File: config.mk
export PLATFORM = sky130hd
export DESIGN_NAME = framed_command_parser_flat
export DESIGN_NICKNAME = d
export VERILOG_FILES = /design/src/rtl/fcp_pkg.sv /design/src/rtl/fcp_chan_if.sv /design/src/rtl/fcp_ctrl.sv /design/src/rtl/fcp_datapath.sv /design/src/rtl/framed_command_parser.sv /design/src/flat_wrapper.sv
export SDC_FILE = /design/constraint.sdc
export NUM_CORES = 1
export LEC_CHECK = 0
export ABC_AREA = 1
export BUFFER_PORTS_ARGS = -buffer_cell sky130_fd_sc_hd__buf_4
export CORE_ASPECT_RATIO = 1.75
export CORE_MARGIN = 2
export CORE_UTILIZATION = 60
export CTS_BUF_LIST = sky130_fd_sc_hd__clkbuf_16
export DETAILED_ROUTE_END_ITERATION = 12
export PLACE_DENSITY_LB_ADDON = 0.3
export SLEW_MARGIN = 20
export SYNTH_ARGS = -nofsm -noshare
export SYNTH_HDL_FRONTEND = slang
export SYNTH_HIERARCHICAL = 1
export SYNTH_SLANG_ARGS = --single-unit
File: constraint.sdc
create_clock -name clk -period 2.9 [get_ports clk]
set_clock_uncertainty 0.1 [all_clocks]
set_input_delay 0.725 -clock clk [delete_from_list [all_inputs] [get_ports clk]]
set_output_delay 0.725 -clock clk [all_outputs]
set_load 0.1 [all_outputs]
File: src/rtl/fcp_pkg.sv
// fcp_pkg: shared types and constants of the framed command parser
package fcp_pkg;

  // field widths
  localparam int unsigned BYTE_W  = 8;
  localparam int unsigned COUNT_W = 6;
  localparam int unsigned CFG_IDX_W = 8;

  // register indexes on the configuration port
  localparam logic [CFG_IDX_W-1:0] REG_HEAD  = 8'd0;
  localparam logic [CFG_IDX_W-1:0] REG_TYPE  = 8'd1;
  localparam logic [CFG_IDX_W-1:0] REG_CHECK = 8'd2;
  localparam logic [CFG_IDX_W-1:0] REG_TAIL  = 8'd3;

  // register reset values
  localparam logic [BYTE_W-1:0] HEAD_RST  = 8'h5a;
  localparam logic [BYTE_W-1:0] TYPE_RST  = 8'h01;
  localparam logic [BYTE_W-1:0] CHECK_RST = 8'hff;
  localparam logic [BYTE_W-1:0] TAIL_RST  = 8'ha5;

  // length byte counts head, length, type, check and tail
  localparam logic [BYTE_W-1:0] LEN_OVERHEAD = 8'd5;
  localparam logic [BYTE_W-1:0] LEN_MIN_DATA = 8'd6;

  // parser phases, plus the two burst steps
  typedef enum logic [2:0] {
    PH_HUNT  = 3'd0,
    PH_LEN   = 3'd1,
    PH_TYPE  = 3'd2,
    PH_BODY  = 3'd3,
    PH_CHECK = 3'd4,
    PH_TAIL  = 3'd5,
    PH_READ  = 3'd6,
    PH_EMIT  = 3'd7
  } phase_t;

  // controller to datapath
  typedef struct packed {
    logic ld_len;   // capture length byte, clear fill count
    logic wr_body;  // store body byte at fill count
    logic clr_pos;  // start a result burst
    logic rd_body;  // read data byte for current position
    logic ld_out;   // load the output register
    logic inc_pos;  // step to next data position
  } ctl_cmd_t;

  // datapath to controller
  typedef struct packed {
    logic head_hit;
    logic type_hit;
    logic check_hit;
    logic tail_hit;
    logic len_bad;     // declared body does not fit the store
    logic body_done;   // this body byte is the final one
    logic burst_last;  // current position is the final result
    logic slot_free;   // output register can take a word
  } ctl_stat_t;

endpackage

File: src/rtl/fcp_chan_if.sv
// fcp_chan_if: valid/ready channel interfaces for bytes, results and config writes
interface fcp_rx_if;
  logic       valid;
  logic       ready;
  logic [7:0] rx_byte;

  modport source (output valid, output rx_byte, input ready);
  modport sink   (input valid, input rx_byte, output ready);
endinterface

interface fcp_res_if;
  logic       valid;
  logic       ready;
  logic [7:0] command;
  logic [5:0] data_count;
  logic [5:0] position;
  logic [7:0] data_byte;
  logic       has_data;
  logic       last;

  modport source (output valid, output command, output data_count, output position,
                  output data_byte, output has_data, output last, input ready);
  modport sink   (input valid, input command, input data_count, input position,
                  input data_byte, input has_data, input last, output ready);
endinterface

interface fcp_cfg_if;
  logic       valid;
  logic       ready;
  logic [7:0] index;
  logic [7:0] data;

  modport source (output valid, output index, output data, input ready);
  modport sink   (input valid, input index, input data, output ready);
endinterface

File: src/rtl/fcp_ctrl.sv
// fcp_ctrl: frame parsing state machine and result burst sequencing
module fcp_ctrl
  import fcp_pkg::*;
(
  input  logic      clk,
  input  logic      rst_n,
  input  logic      in_valid,
  output logic      in_ready,
  input  ctl_stat_t stat,
  output ctl_cmd_t  cmd
);

  phase_t state_r, state_nxt;
  logic   in_fire;

  assign in_fire = in_valid && in_ready;

  // state register
  always_ff @(posedge clk) begin
    if (!rst_n) begin
      state_r <= PH_HUNT;
    end else begin
      state_r <= state_nxt;
    end
  end

  // next state
  always_comb begin
    state_nxt = state_r;
    case (state_r)
      PH_HUNT: begin
        if (in_fire && stat.head_hit) state_nxt = PH_LEN;
      end
      PH_LEN: begin
        if (in_fire) state_nxt = stat.len_bad ? PH_HUNT : PH_TYPE;
      end
      PH_TYPE: begin
        if (in_fire) state_nxt = stat.type_hit ? PH_BODY : PH_HUNT;
      end
      PH_BODY: begin
        if (in_fire && stat.body_done) state_nxt = PH_CHECK;
      end
      PH_CHECK: begin
        if (in_fire) state_nxt = stat.check_hit ? PH_TAIL : PH_HUNT;
      end
      PH_TAIL: begin
        if (in_fire) state_nxt = stat.tail_hit ? PH_READ : PH_HUNT;
      end
      PH_READ: begin
        state_nxt = PH_EMIT;
      end
      PH_EMIT: begin
        if (stat.slot_free) state_nxt = stat.burst_last ? PH_HUNT : PH_READ;
      end
      default: begin
        state_nxt = PH_HUNT;
      end
    endcase
  end

  // outputs
  always_comb begin
    in_ready    = 1'b0;
    cmd         = '0;
    case (state_r)
      PH_HUNT, PH_TYPE, PH_CHECK: begin
        in_ready = 1'b1;
      end
      PH_LEN: begin
        in_ready   = 1'b1;
        cmd.ld_len = in_valid;
      end
      PH_BODY: begin
        in_ready    = 1'b1;
        cmd.wr_body = in_valid;
      end
      PH_TAIL: begin
        in_ready    = 1'b1;
        cmd.clr_pos = in_valid && stat.tail_hit;
      end
      PH_READ: begin
        cmd.rd_body = 1'b1;
      end
      PH_EMIT: begin
        cmd.ld_out  = stat.slot_free;
        cmd.inc_pos = stat.slot_free && !stat.burst_last;
      end
      default: begin
        in_ready = 1'b0;
      end
    endcase
  end

endmodule

File: src/rtl/fcp_datapath.sv
// fcp_datapath: config registers, body store, counters and output register
module fcp_datapath
  import fcp_pkg::*;
#(
  parameter int unsigned BODY_DEPTH = 64
)(
  input  logic              clk,
  input  logic              rst_n,
  input  logic [BYTE_W-1:0] rx_byte,
  input  logic              cfg_fire,
  input  logic [CFG_IDX_W-1:0] cfg_index,
  input  logic [BYTE_W-1:0] cfg_data,
  input  ctl_cmd_t          cmd,
  output ctl_stat_t         stat,
  fcp_res_if.source         out_res
);

  localparam int unsigned ADDR_W = $clog2(BODY_DEPTH);
  localparam int unsigned FILL_W = $clog2(BODY_DEPTH + 1);

  logic [BYTE_W-1:0] head_r, type_r, check_r, tail_r;
  logic [FILL_W-1:0] needed_r;
  logic [FILL_W-1:0] fill_r;
  logic [ADDR_W-1:0] pos_r;
  logic [BYTE_W-1:0] cmd_byte_r;
  logic [BYTE_W-1:0] rd_data_r;
  logic [BYTE_W-1:0] body_mem [BODY_DEPTH];

  logic              out_valid_r;
  logic [BYTE_W-1:0] out_cmd_r, out_data_r;
  logic [COUNT_W-1:0] out_count_r, out_pos_r;
  logic              out_has_r, out_last_r;

  logic [BYTE_W-1:0] len_needed;
  logic [ADDR_W-1:0] data_cnt;
  logic              cnt_zero;
  logic [ADDR_W-1:0] rd_addr;

  // configuration registers
  always_ff @(posedge clk) begin
    if (!rst_n) begin
      head_r  <= HEAD_RST;
      type_r  <= TYPE_RST;
      check_r <= CHECK_RST;
      tail_r  <= TAIL_RST;
    end else if (cfg_fire) begin
      case (cfg_index)
        REG_HEAD:  head_r  <= cfg_data;
        REG_TYPE:  type_r  <= cfg_data;
        REG_CHECK: check_r <= cfg_data;
        REG_TAIL:  tail_r  <= cfg_data;
        default:   ;
      endcase
    end
  end

  // body byte count from the length byte: max(len-5,1)
  assign len_needed = (rx_byte > LEN_MIN_DATA) ? (rx_byte - LEN_OVERHEAD) : 8'd1;

  // length and fill counter
  always_ff @(posedge clk) begin
    if (!rst_n) begin
      needed_r <= '0;
      fill_r   <= '0;
    end else if (cmd.ld_len) begin
      needed_r <= FILL_W'(len_needed);
      fill_r   <= '0;
    end else if (cmd.wr_body) begin
      fill_r <= fill_r + FILL_W'(1);
    end
  end

  // body store, command kept aside
  always_ff @(posedge clk) begin
    if (cmd.wr_body) begin
      body_mem[fill_r[ADDR_W-1:0]] <= rx_byte;
      if (fill_r == '0) cmd_byte_r <= rx_byte;
    end
  end

  // registered read of the data byte after the command
  assign rd_addr = pos_r + ADDR_W'(1);

  always_ff @(posedge clk) begin
    if (cmd.rd_body) rd_data_r <= body_mem[rd_addr];
  end

  // burst position
  always_ff @(posedge clk) begin
    if (!rst_n) begin
      pos_r <= '0;
    end else if (cmd.clr_pos) begin
      pos_r <= '0;
    end else if (cmd.inc_pos) begin
      pos_r <= pos_r + ADDR_W'(1);
    end
  end

  assign data_cnt = ADDR_W'(needed_r - FILL_W'(1));
  assign cnt_zero = (data_cnt == '0);

  // output register
  always_ff @(posedge clk) begin
    if (!rst_n) begin
      out_valid_r <= 1'b0;
    end else if (cmd.ld_out) begin
      out_valid_r <= 1'b1;
    end else if (out_res.ready) begin
      out_valid_r <= 1'b0;
    end
  end

  always_ff @(posedge clk) begin
    if (cmd.ld_out) begin
      out_cmd_r   <= cmd_byte_r;
      out_count_r <= COUNT_W'(data_cnt);
      out_pos_r   <= cnt_zero ? '0 : COUNT_W'(pos_r);
      out_data_r  <= cnt_zero ? '0 : rd_data_r;
      out_has_r   <= !cnt_zero;
      out_last_r  <= stat.burst_last;
    end
  end

  assign out_res.valid      = out_valid_r;
  assign out_res.command    = out_cmd_r;
  assign out_res.data_count = out_count_r;
  assign out_res.position   = out_pos_r;
  assign out_res.data_byte  = out_data_r;
  assign out_res.has_data   = out_has_r;
  assign out_res.last       = out_last_r;

  // status toward the controller
  always_comb begin
    stat.head_hit   = (rx_byte == head_r);
    stat.type_hit   = (rx_byte == type_r);
    stat.check_hit  = (rx_byte == check_r);
    stat.tail_hit   = (rx_byte == tail_r);
    stat.len_bad    = ({1'b0, len_needed} > 9'(BODY_DEPTH));
    stat.body_done  = ((fill_r + FILL_W'(1)) == needed_r);
    stat.burst_last = cnt_zero || ((pos_r + ADDR_W'(1)) == data_cnt);
    stat.slot_free  = !out_valid_r || out_res.ready;
  end

endmodule

File: src/rtl/framed_command_parser.sv
// framed_command_parser: top level of the head/length/type/body/check/tail frame parser
//
// Usage
//   in_rx carries one received byte per word. The parser hunts for the head byte,
//   takes the length byte and the type byte, stores max(length-5,1) body bytes
//   (the first is the command), then checks the check and tail bytes.
//   On a good tail, out_res gives one word per data byte with command, data
//   count, position and a last mark; a frame without data gives a single word
//   with has_data low. Any mismatch drops the frame and the parser hunts again.
//   cfg_wr writes head, type, check and tail bytes (index 0..3); it is always
//   ready and other indexes are ignored.
// Timing
//   Received bytes are taken without stalls while a frame is parsed. After the tail,
//   each result takes a registered read of the body store followed by the output
//   register load, and the next read waits for that load; the first result passes
//   the read and the load after the tail is taken. in_rx is held not ready during the burst.
// Reset and stalls
//   Synchronous active-low reset restores the register defaults and the hunt
//   phase; the body store is not cleared. A stalled receiver holds the output
//   word and pauses the burst; bytes are still taken while the final word waits.
module framed_command_parser
  import fcp_pkg::*;
#(
  parameter int unsigned BODY_DEPTH = 64
)(
  input  logic      clk,
  input  logic      rst_n,
  fcp_rx_if.sink    in_rx,
  fcp_res_if.source out_res,
  fcp_cfg_if.sink   cfg_wr
);

  ctl_cmd_t  ctl_cmd;
  ctl_stat_t ctl_stat;
  logic      cfg_fire;

  // config port never stalls
  assign cfg_wr.ready = 1'b1;
  assign cfg_fire     = cfg_wr.valid && cfg_wr.ready;

  fcp_ctrl u_ctrl (
    .clk      (clk),
    .rst_n    (rst_n),
    .in_valid (in_rx.valid),
    .in_ready (in_rx.ready),
    .stat     (ctl_stat),
    .cmd      (ctl_cmd)
  );

  fcp_datapath #(
    .BODY_DEPTH (BODY_DEPTH)
  ) u_dp (
    .clk       (clk),
    .rst_n     (rst_n),
    .rx_byte   (in_rx.rx_byte),
    .cfg_fire  (cfg_fire),
    .cfg_index (cfg_wr.index),
    .cfg_data  (cfg_wr.data),
    .cmd       (ctl_cmd),
    .stat      (ctl_stat),
    .out_res   (out_res)
  );

  // a load never overwrites a result that was not taken
  a_no_overwrite: assert property (@(posedge clk) disable iff (!rst_n)
    ctl_cmd.ld_out |-> (!out_res.valid || out_res.ready))
    else $error("output word overwritten before it was taken");

  // no byte is taken right after a body read
  a_read_blocks_input: assert property (@(posedge clk) disable iff (!rst_n)
    ctl_cmd.rd_body |=> !in_rx.ready)
    else $error("input accepted during result burst");

  // a result without data is always the lone final word with zero count
  a_empty_result: assert property (@(posedge clk) disable iff (!rst_n)
    (out_res.valid && !out_res.has_data) |-> (out_res.last && (out_res.data_count == 6'd0)))
    else $error("empty result malformed");

  // a body write and a burst read never coincide
  a_write_read_excl: assert property (@(posedge clk) disable iff (!rst_n)
    !(ctl_cmd.wr_body && (ctl_cmd.rd_body || ctl_cmd.ld_out)))
    else $error("body store written during burst");

endmodule
File: src/flat_wrapper.sv
// flat-port wrapper written by rule: the top's interface ports become plain ports
module framed_command_parser_flat import fcp_pkg::*;
#(
  parameter int unsigned BODY_DEPTH = 64
)
  (clk, rst_n, in_rx_valid, in_rx_rx_byte, in_rx_ready, out_res_valid, out_res_command, out_res_data_count, out_res_position, out_res_data_byte, out_res_has_data, out_res_last, out_res_ready, cfg_wr_valid, cfg_wr_index, cfg_wr_data, cfg_wr_ready);
  fcp_rx_if in_rx_i ();
  fcp_res_if out_res_i ();
  fcp_cfg_if cfg_wr_i ();
  input  logic clk;
  input  logic rst_n;
  input wire logic [$bits(in_rx_i.valid)-1:0] in_rx_valid;
  input wire logic [$bits(in_rx_i.rx_byte)-1:0] in_rx_rx_byte;
  output wire logic [$bits(in_rx_i.ready)-1:0] in_rx_ready;
  output wire logic [$bits(out_res_i.valid)-1:0] out_res_valid;
  output wire logic [$bits(out_res_i.command)-1:0] out_res_command;
  output wire logic [$bits(out_res_i.data_count)-1:0] out_res_data_count;
  output wire logic [$bits(out_res_i.position)-1:0] out_res_position;
  output wire logic [$bits(out_res_i.data_byte)-1:0] out_res_data_byte;
  output wire logic [$bits(out_res_i.has_data)-1:0] out_res_has_data;
  output wire logic [$bits(out_res_i.last)-1:0] out_res_last;
  input wire logic [$bits(out_res_i.ready)-1:0] out_res_ready;
  input wire logic [$bits(cfg_wr_i.valid)-1:0] cfg_wr_valid;
  input wire logic [$bits(cfg_wr_i.index)-1:0] cfg_wr_index;
  input wire logic [$bits(cfg_wr_i.data)-1:0] cfg_wr_data;
  output wire logic [$bits(cfg_wr_i.ready)-1:0] cfg_wr_ready;
  assign in_rx_i.valid = in_rx_valid;
  assign in_rx_i.rx_byte = in_rx_rx_byte;
  assign in_rx_ready = in_rx_i.ready;
  assign out_res_valid = out_res_i.valid;
  assign out_res_command = out_res_i.command;
  assign out_res_data_count = out_res_i.data_count;
  assign out_res_position = out_res_i.position;
  assign out_res_data_byte = out_res_i.data_byte;
  assign out_res_has_data = out_res_i.has_data;
  assign out_res_last = out_res_i.last;
  assign out_res_i.ready = out_res_ready;
  assign cfg_wr_i.valid = cfg_wr_valid;
  assign cfg_wr_i.index = cfg_wr_index;
  assign cfg_wr_i.data = cfg_wr_data;
  assign cfg_wr_ready = cfg_wr_i.ready;
  framed_command_parser #(.BODY_DEPTH(BODY_DEPTH)) u_core (.clk(clk), .rst_n(rst_n), .in_rx(in_rx_i), .out_res(out_res_i), .cfg_wr(cfg_wr_i));
endmodule
==> key figures, run 1 <==
Run status
  – Status: finished, final reports clean

Synth
  – Post-Synth Simple-Gate Area: 21.6%
  – Syn Nets: 2609
  – Top cell type's share of synthesized area: 63.2%
  – Synth Area in Adders: 0.330%
  – Biggest area consumer among synthesized cells: edfxtp_1
  – YS warnings: 6
  – Multiplexer area fraction after synthesis: 0%
  – Synthesized area per cell: 10.3 um2
  – FF+latch count, synth: 614
  – Synth cell types: 39
  – Largest cells by area after synthesis: edfxtp_1 63%, nand2_1 11%, nand3_1 6.7%
  – Synth Area in Compound Gates: 2.83%
  – Sequential-to-total area share from yosys stat: 67.4%
  – Main combinational cell family by area after synthesis: simple AND/OR/NAND/NOR gates
  – Mapped Area: 26500 um2
  – Post-Synth XOR/XNOR Area: 1.68%
  – Post-synthesis cell count: 2573

Placed design
  – GP Congestion: 0.927
  – DPL Wire Length: 43.6 mm
  – IO buf count: 60

CTS
  – CTS sink count: 614
  – Hold Buf Count CTS: 0
  – Post-CTS setup buffers: 0
  – Clock Latency Late Sink: 0.60 ns
  – TritonCTS clock tree: built
  – Root Driver: clkbuf_16
  – H-tree depth: 2
  – Reg clk slew, reported paths: 0.07 ns
  – Num CTS Buffers: 50
  – Clock buffer depth: 3
  – CTS resizes: 0

Die
  – Row cnt: 101
  – Die width: 163 um
  – Placeable Area: 43500 um2
  – Die height: 282 um
  – Die area: 46000 um2
  – I/O pins: 62
  – Initial Utilization: 61.0%

Run
  – Max-Cap Viols: 0

Routing
  – DRT Pass-1 Iters: 6
  – Total number of vias: 18868
  – Routed Antenna Nets: 0
  – # DRC: 0
  – Initial drt markers: 2138
  – Drt via density: 5.75
  – Total wire length: 68.3 mm
  – Routed len/inst: 20.8 um

Layout
  – FF+latch area: 17900 um2
  – Fill count: 3136
  – Nets: 2710
  – Multi-input logic area: 7060 um2
  – Area Overhead vs Synth: 12.4%
  – Share of cells above drive strength 1: 10.5%

Global routing
  – Largest net degree at the start of global routing: 90
  – GRT overflow: 0
  – Initial antenna violation count: 1
  – Vias in the first global route: 18851
  – All-Layer GR Usage: 30.2%
  – Global-route wire length before repair: 104 mm

Power and ir drop
  – Sw power: 3.67 mW
  – Leakage: 12.0 nW
  – Sw Ratio: 20.9%
  – Seq pwr share: 55.4%
  – Int Power: 13.9 mW
  – Comb power frac: 3.8%
  – Peak supply drop: 0.584 mV
  – Clk pwr share: 40.8%
  – P per Cell Area: 588 nW/um2

STA
  – TNS Setup: 0 ns
  – Final hold vios: 0
  – Fin crit period: 2.68 ns
  – Fin. max-slew vios: 0
  – Final Cycle Share: 92.5%
  – Worst slew pin tran: 0.911 ns
  – Highest clock rate: 0.373 GHz
  – # setup viols final: 0
  – RSZ-0062 raised after global routing: no
  – Slew HR: 39.3%
  – Min Hold Slack: 0.315 ns

Critical path
  – Worst setup EP type: flop
  – CP required: 3.10 ns
  – Delay-heaviest family, CP: simple AND/OR/NAND/NOR gates
  – Critical-path top delay cell: nand2_1
  – Crit path largest cell delay: 0.44 ns
  – CP max FO: 8
  – Critical path type: flop to flop
  – Critical-path cell list: inv_2, nand3_1, nor2_1, inv_1, nor2_1, nand2_1, nor2_1, buf_4
  – Critical path data arrival time: 2.88 ns
  – Most used cell, CP: nor2_1
  – CP Buf/Inv Count: 3
  – Worst setup SP type: flop
  – R2R setup slack: 0.22 ns

Worst hold path
  – Min-delay worst type: input pin to flop
synth_stat cells:
master and instances:
nand2_1 776, edfxtp_1 558, nand3_1 356, inv_1 251, nor2_1 206, o21ai_0 76
buf_2 57, dfxtp_1 56, clkbuf_1 43, a21oi_1 28, xnor2_1 25, o211ai_1 22
xor2_1 21, nand4_1 17, buf_4 14, buf_1 11, ha_1 7, inv_2 6
o22ai_1 6, buf_6 4, nor3_1 4, or2_2 4, clkinv_1 3, nand3_2 3
nor4_1 3, nand2_2 2, o21bai_1 2, a21boi_1 1, and2_1 1, clkbuf_2 1
conb_1 1, nor2_2 1, nor3_4 1, nor3b_4 1, o21ai_1 1, or2_0 1
or2_1 1, xor2_2 1, xor2_4 1
layout by cell type (no fill, tap or decap), types with 10 or more instances in the layout:
master / count
xor2_1: 21
nor2_1: 205
o211ai_1: 22
edfxtp_1: 558
a21oi_1: 28
clkbuf_16: 52
clkinv_2: 12
nand3_1: 356
nand2_1: 776
inv_1: 253
clkinv_1: 10
buf_4: 171
nand4_1: 17
o21ai_0: 76
dfxtp_1: 55
xnor2_1: 24
power groups by stage:
stage               Combinational, mW  Sequential [mW]  Clock, mW
global route                    0.720             9.70       7.52
floorplan                       0.351             9.89          0
global placement                0.630             9.90          0
finish                          0.663             9.71       7.15
CTS                             0.654             9.70       7.23
detailed placement              0.651             9.90          0
path summary, 6_finish.rpt:
path,startpoint,endpoint,cells past startpoint
worst max-delay path,u_core/u_ctrl/state_r[2]$_SDFFE_PN0P_,u_core/u_dp/body_mem[2][2]$_DFFE_PP_,8
worst min-delay path,out_res_ready,u_core/u_dp/out_res.valid$_SDFFE_PN0P_,4
worst max register to register,u_core/u_ctrl/state_r[2]$_SDFFE_PN0P_,u_core/u_dp/body_mem[2][2]$_DFFE_PP_,8
worst min register to register,u_core/u_dp/cmd_byte_r[1]$_DFFE_PP_,u_core/u_dp/out_res.command[1]$_DFFE_PP_,0
final cells by class:
class | instances | share of cell area (%)
well taps | 566 | 2.38
multi-input cells | 1569 | 23.7
flip-flops and latches | 614 | 60.0
clock inverters | 40 | 1.44
repair buffers | 179 | 4.84
inverters | 260 | 3.30
diodes | 1 | 0.00840
clock buffers | 52 | 4.37
sequential cells by signal, indices dropped and copies added (netlist names), 8 cells and up:
register,flops
u_core/u_dp/body_mem,512
u_core/u_dp/check_r,8
u_core/u_dp/cmd_byte_r,8
u_core/u_dp/head_r,8
u_core/u_dp/out_res.command,8
u_core/u_dp/out_res.data_byte,8
u_core/u_dp/rd_data_r,8
u_core/u_dp/tail_r,8
u_core/u_dp/type_r,8
routing by layer:
layer	vias to the layer above	wire length (um)	track usage, %	share of wire, %
met2	951	36100	55.0	53
met3	244	4450	3.61	6.5
met5	-	0	0	0
li1	8739	-	-	-
met1	8934	22700	33.1	33
met4	0	4960	19.7	7.3
per-stage QoR:
step	power (mW)	utilization, %	cells	area, um2	worst slack, ns
4_1_cts	17.6	68.6	3280	29800	0.251
3_5_place_dp	10.6	64.6	3188	28100	0.108
3_3_place_gp	10.5	64.6	3188	28100	0.146
6_report	17.5	68.6	3281	29800	0.216
5_1_grt	17.9	68.6	3281	29800	0.0562
2_1_floorplan	10.2	-	2573	26500	0.141
kinds of logic after synthesis:
kind of cell	after synthesis
fa+ha+maj	7
buf+inv	390
simple gates	1377
compound gates	136
xor+xnor	48
flops	614
other cells	1
worst min-delay path: stages:
cell     delay (ns)
buf_4          0.08
inv_1          0.03
nand2_1        0.06
a21oi_1        0.06
(Power assumes the default switching activity.)
==> run 2: changes to the inputs <==
==> constraint.sdc (replaced) <==
create_clock -name clk -period 3.34 [get_ports clk]
set_clock_uncertainty 0.1 [all_clocks]
set_input_delay 0.835 -clock clk [delete_from_list [all_inputs] [get_ports clk]]
set_output_delay 0.835 -clock clk [all_outputs]
set_load 0.1 [all_outputs]
==> key figures, run 2 (synthesis results as in run 1) <==
Power and ir drop
  – P per Cell Area: 495 nW/um2 (-16%)
  – Leakage: 11.7 nW (-2.1%)
  – Peak supply drop: 0.590 mV (+1.1%)

Run
  – Max-Cap Viols: 0 (unchanged)

Global routing
  – Largest net degree at the start of global routing: 137 (+52%)
  – GR Util met3: 3.62% (+0.015 points)
  – Top Usage Layer GRT: met2
  – M2 GR Usage: 52.8% (-2.2 points)
  – GRT met1 Usage: 32.4% (-0.75 points)
  – Vias in the first global route: 18455 (-2.1%)
  – Initial antenna violation count: 2 (+1)
  – All-Layer GR Usage: 29.6% (-0.62 points)
  – GRT overflow: 0 (unchanged)
  – Global-route wire length before repair: 101 mm (-2.5%)

Placed design
  – Pre-CTS WS: 0.261 ns (+0.153 ns)
  – DPL Wire Length: 43.1 mm (-1.1%)
  – GP Congestion: 0.923 (-0.46%)
  – # placed instances: 3155 (-1.0%)
  – IO buf count: 60 (unchanged)

STA
  – Final hold vios: 0 (unchanged)
  – Fin crit period: 2.93 ns (+0.243 ns)
  – Slew HR: 38.2% (-1.1 points)
  – Min Hold Slack: 0.316 ns (+0.000407 ns)
  – TNS Setup: 0 ns (unchanged)
  – # setup viols final: 0 (unchanged)
  – Worst slew pin tran: 0.928 ns (+0.0170 ns)
  – Fin. max-slew vios: 0 (unchanged)
  – RSZ-0062 raised after global routing: no
  – Final Cycle Share: 87.6% (-4.9 points)
  – Highest clock rate: 0.342 GHz (-8.3%)
  – Setup ws final: 0.413 ns (+0.197 ns)

Die
  – Row cnt: 101 (unchanged)
  – I/O pins: 62 (unchanged)
  – Die width: 163 um (unchanged)
  – Die area: 46000 um2 (unchanged)
  – Placeable Area: 43500 um2 (unchanged)
  – Die height: 282 um (unchanged)
  – Initial Utilization: 61.0% (unchanged)

Critical path
  – Worst setup SP type: flop
  – CP max FO: 11 (+3)
  – Critical-path cell list: inv_1, ha_1, nand3_1, xor2_1, nand2_1, nand2_1, nor2_1, nand3_1, nand2_1, or2_1, nor2_1, inv_1, o21ai_0, a21oi_1
  – Worst setup EP type: flop
  – Critical path data arrival time: 3.26 ns (+0.38 ns)
  – Most used cell, CP: nand2_1
  – Critical-path top delay cell: nor2_1
  – Critical path type: flop to flop
  – Crit path largest cell delay: 0.49 ns (+0.05 ns)
  – CP required: 3.67 ns (+0.57 ns)

Routing
  – DRT Pass-1 Iters: 7 (+1)
  – Drt via density: 5.73 (-0.29%)
  – Total number of vias: 18607 (-1.4%)
  – # DRC: 0 (unchanged)
  – Initial drt markers: 1633 (-24%)
  – Total wire length: 67.3 mm (-1.4%)
  – Routed len/inst: 20.7 um (-0.32%)
  – Routed Antenna Nets: 0 (unchanged)

Layout
  – Highest-count cells in the layout ignoring fill and taps: 776 x nand2_1, 558 x edfxtp_1, 356 x nand3_1, 261 x inv_1, 205 x nor2_1
  – Multi-input logic area: 7060 um2 (unchanged)
  – FF+latch area: 17900 um2 (unchanged)
  – Fill count: 3216 (+2.6%)
  – Max reg flops: 512 (unchanged)
  – Area Overhead vs Synth: 10.6%
  – Commonest non-fill, non-tap cell in the layout: nand2_1
  – Share of cells above drive strength 1: 8.96% (-1.6 points)
  – Layout Cells excl Fill: 3245 (-1.1%)
  – Nets: 2678 (-1.2%)

CTS
  – Post-CTS setup buffers: 0 (unchanged)
  – Clock buffer depth: 3 (unchanged)
  – TritonCTS clock tree: built
  – Reg clk slew, reported paths: 0.07 ns (about the same)
  – Num CTS Buffers: 51 (+2.0%)
  – Hold Buf Count CTS: 0 (unchanged)
  – H-tree depth: 2 (unchanged)
  – CTS sink count: 614 (unchanged)
  – CTS resizes: 0 (unchanged)
  – Clock Latency Late Sink: 0.59 ns (about the same)
  – Root Driver: clkbuf_16

Run status
  – Status: finished, final reports clean

Worst hold path
  – Min-delay worst type: flop to flop
==> run 2: worst paths after layout <==
check	startpoint	end	slack, ns	cells after the start
hold reg to reg	u_core/u_dp/cmd_byte_r[2]$_DFFE_PP_	u_core/u_dp/out_res.command[2]$_DFFE_PP_	0.32	0
hold / removal	u_core/u_dp/cmd_byte_r[2]$_DFFE_PP_	u_core/u_dp/out_res.command[2]$_DFFE_PP_	0.32	0
setup reg to reg	u_core/u_dp/needed_r[0]$_SDFFE_PN0P_	u_core/u_dp/pos_r[0]$_SDFFE_PP0P_	0.41	14
setup / recovery	u_core/u_dp/needed_r[0]$_SDFFE_PN0P_	u_core/u_dp/pos_r[0]$_SDFFE_PP0P_	0.41	14
==> run 2: critical path: cells and delay by family, from the launching register on <==
family / cells / cell delay [ns]
compound gates: 2 / 0.25
simple gates: 8 / 1.22
fa+ha+maj: 1 / 0.26
xor+xnor: 1 / 0.29
buf+inv: 2 / 0.27
flops: 1 / 0.42
==> run 2: per-layer routing <==
| layer | wire, um | share of wire (%) | vias up |
|---|---|---|---|
| met3 | 4470 | 6.6 | 270 |
| met1 | 22600 | 34 | 8791 |
| met2 | 34600 | 51 | 864 |
| met4 | 5560 | 8.3 | 0 |
| li1 | - | - | 8682 |
| met5 | 0 | 0 | - |
==> run 2: report_power, final <==
group          switching (mW)  internal, mW  total [mW]
Combinational           0.402         0.150       0.552
Sequential             0.0365          8.40        8.44
Clock                    2.60          2.94        5.54
Total                    3.04          11.5        14.5
==> run 2: layout make-up <==
class	instances	share of cell area, %
sequential	614	60.9
multi-input combinational	1569	24.0
clock buffer	53	4.52
timing repair buffer	146	4.03
inverter	260	3.35
tap	566	2.41
clock inverter	36	0.691
antenna	1	0.00853
==> run 2: through the flow <==
stage | total power, mW | instance area, um2 | util [%]
4_1_cts | 14.6 | 29300 | 67.5
3_3_place_gp | 9.13 | 27800 | 64.0
2_1_floorplan | 8.89 | 26500 | -
6_report | 14.5 | 29300 | 67.5
3_5_place_dp | 9.15 | 27800 | 64.0
5_1_grt | 14.9 | 29300 | 67.5
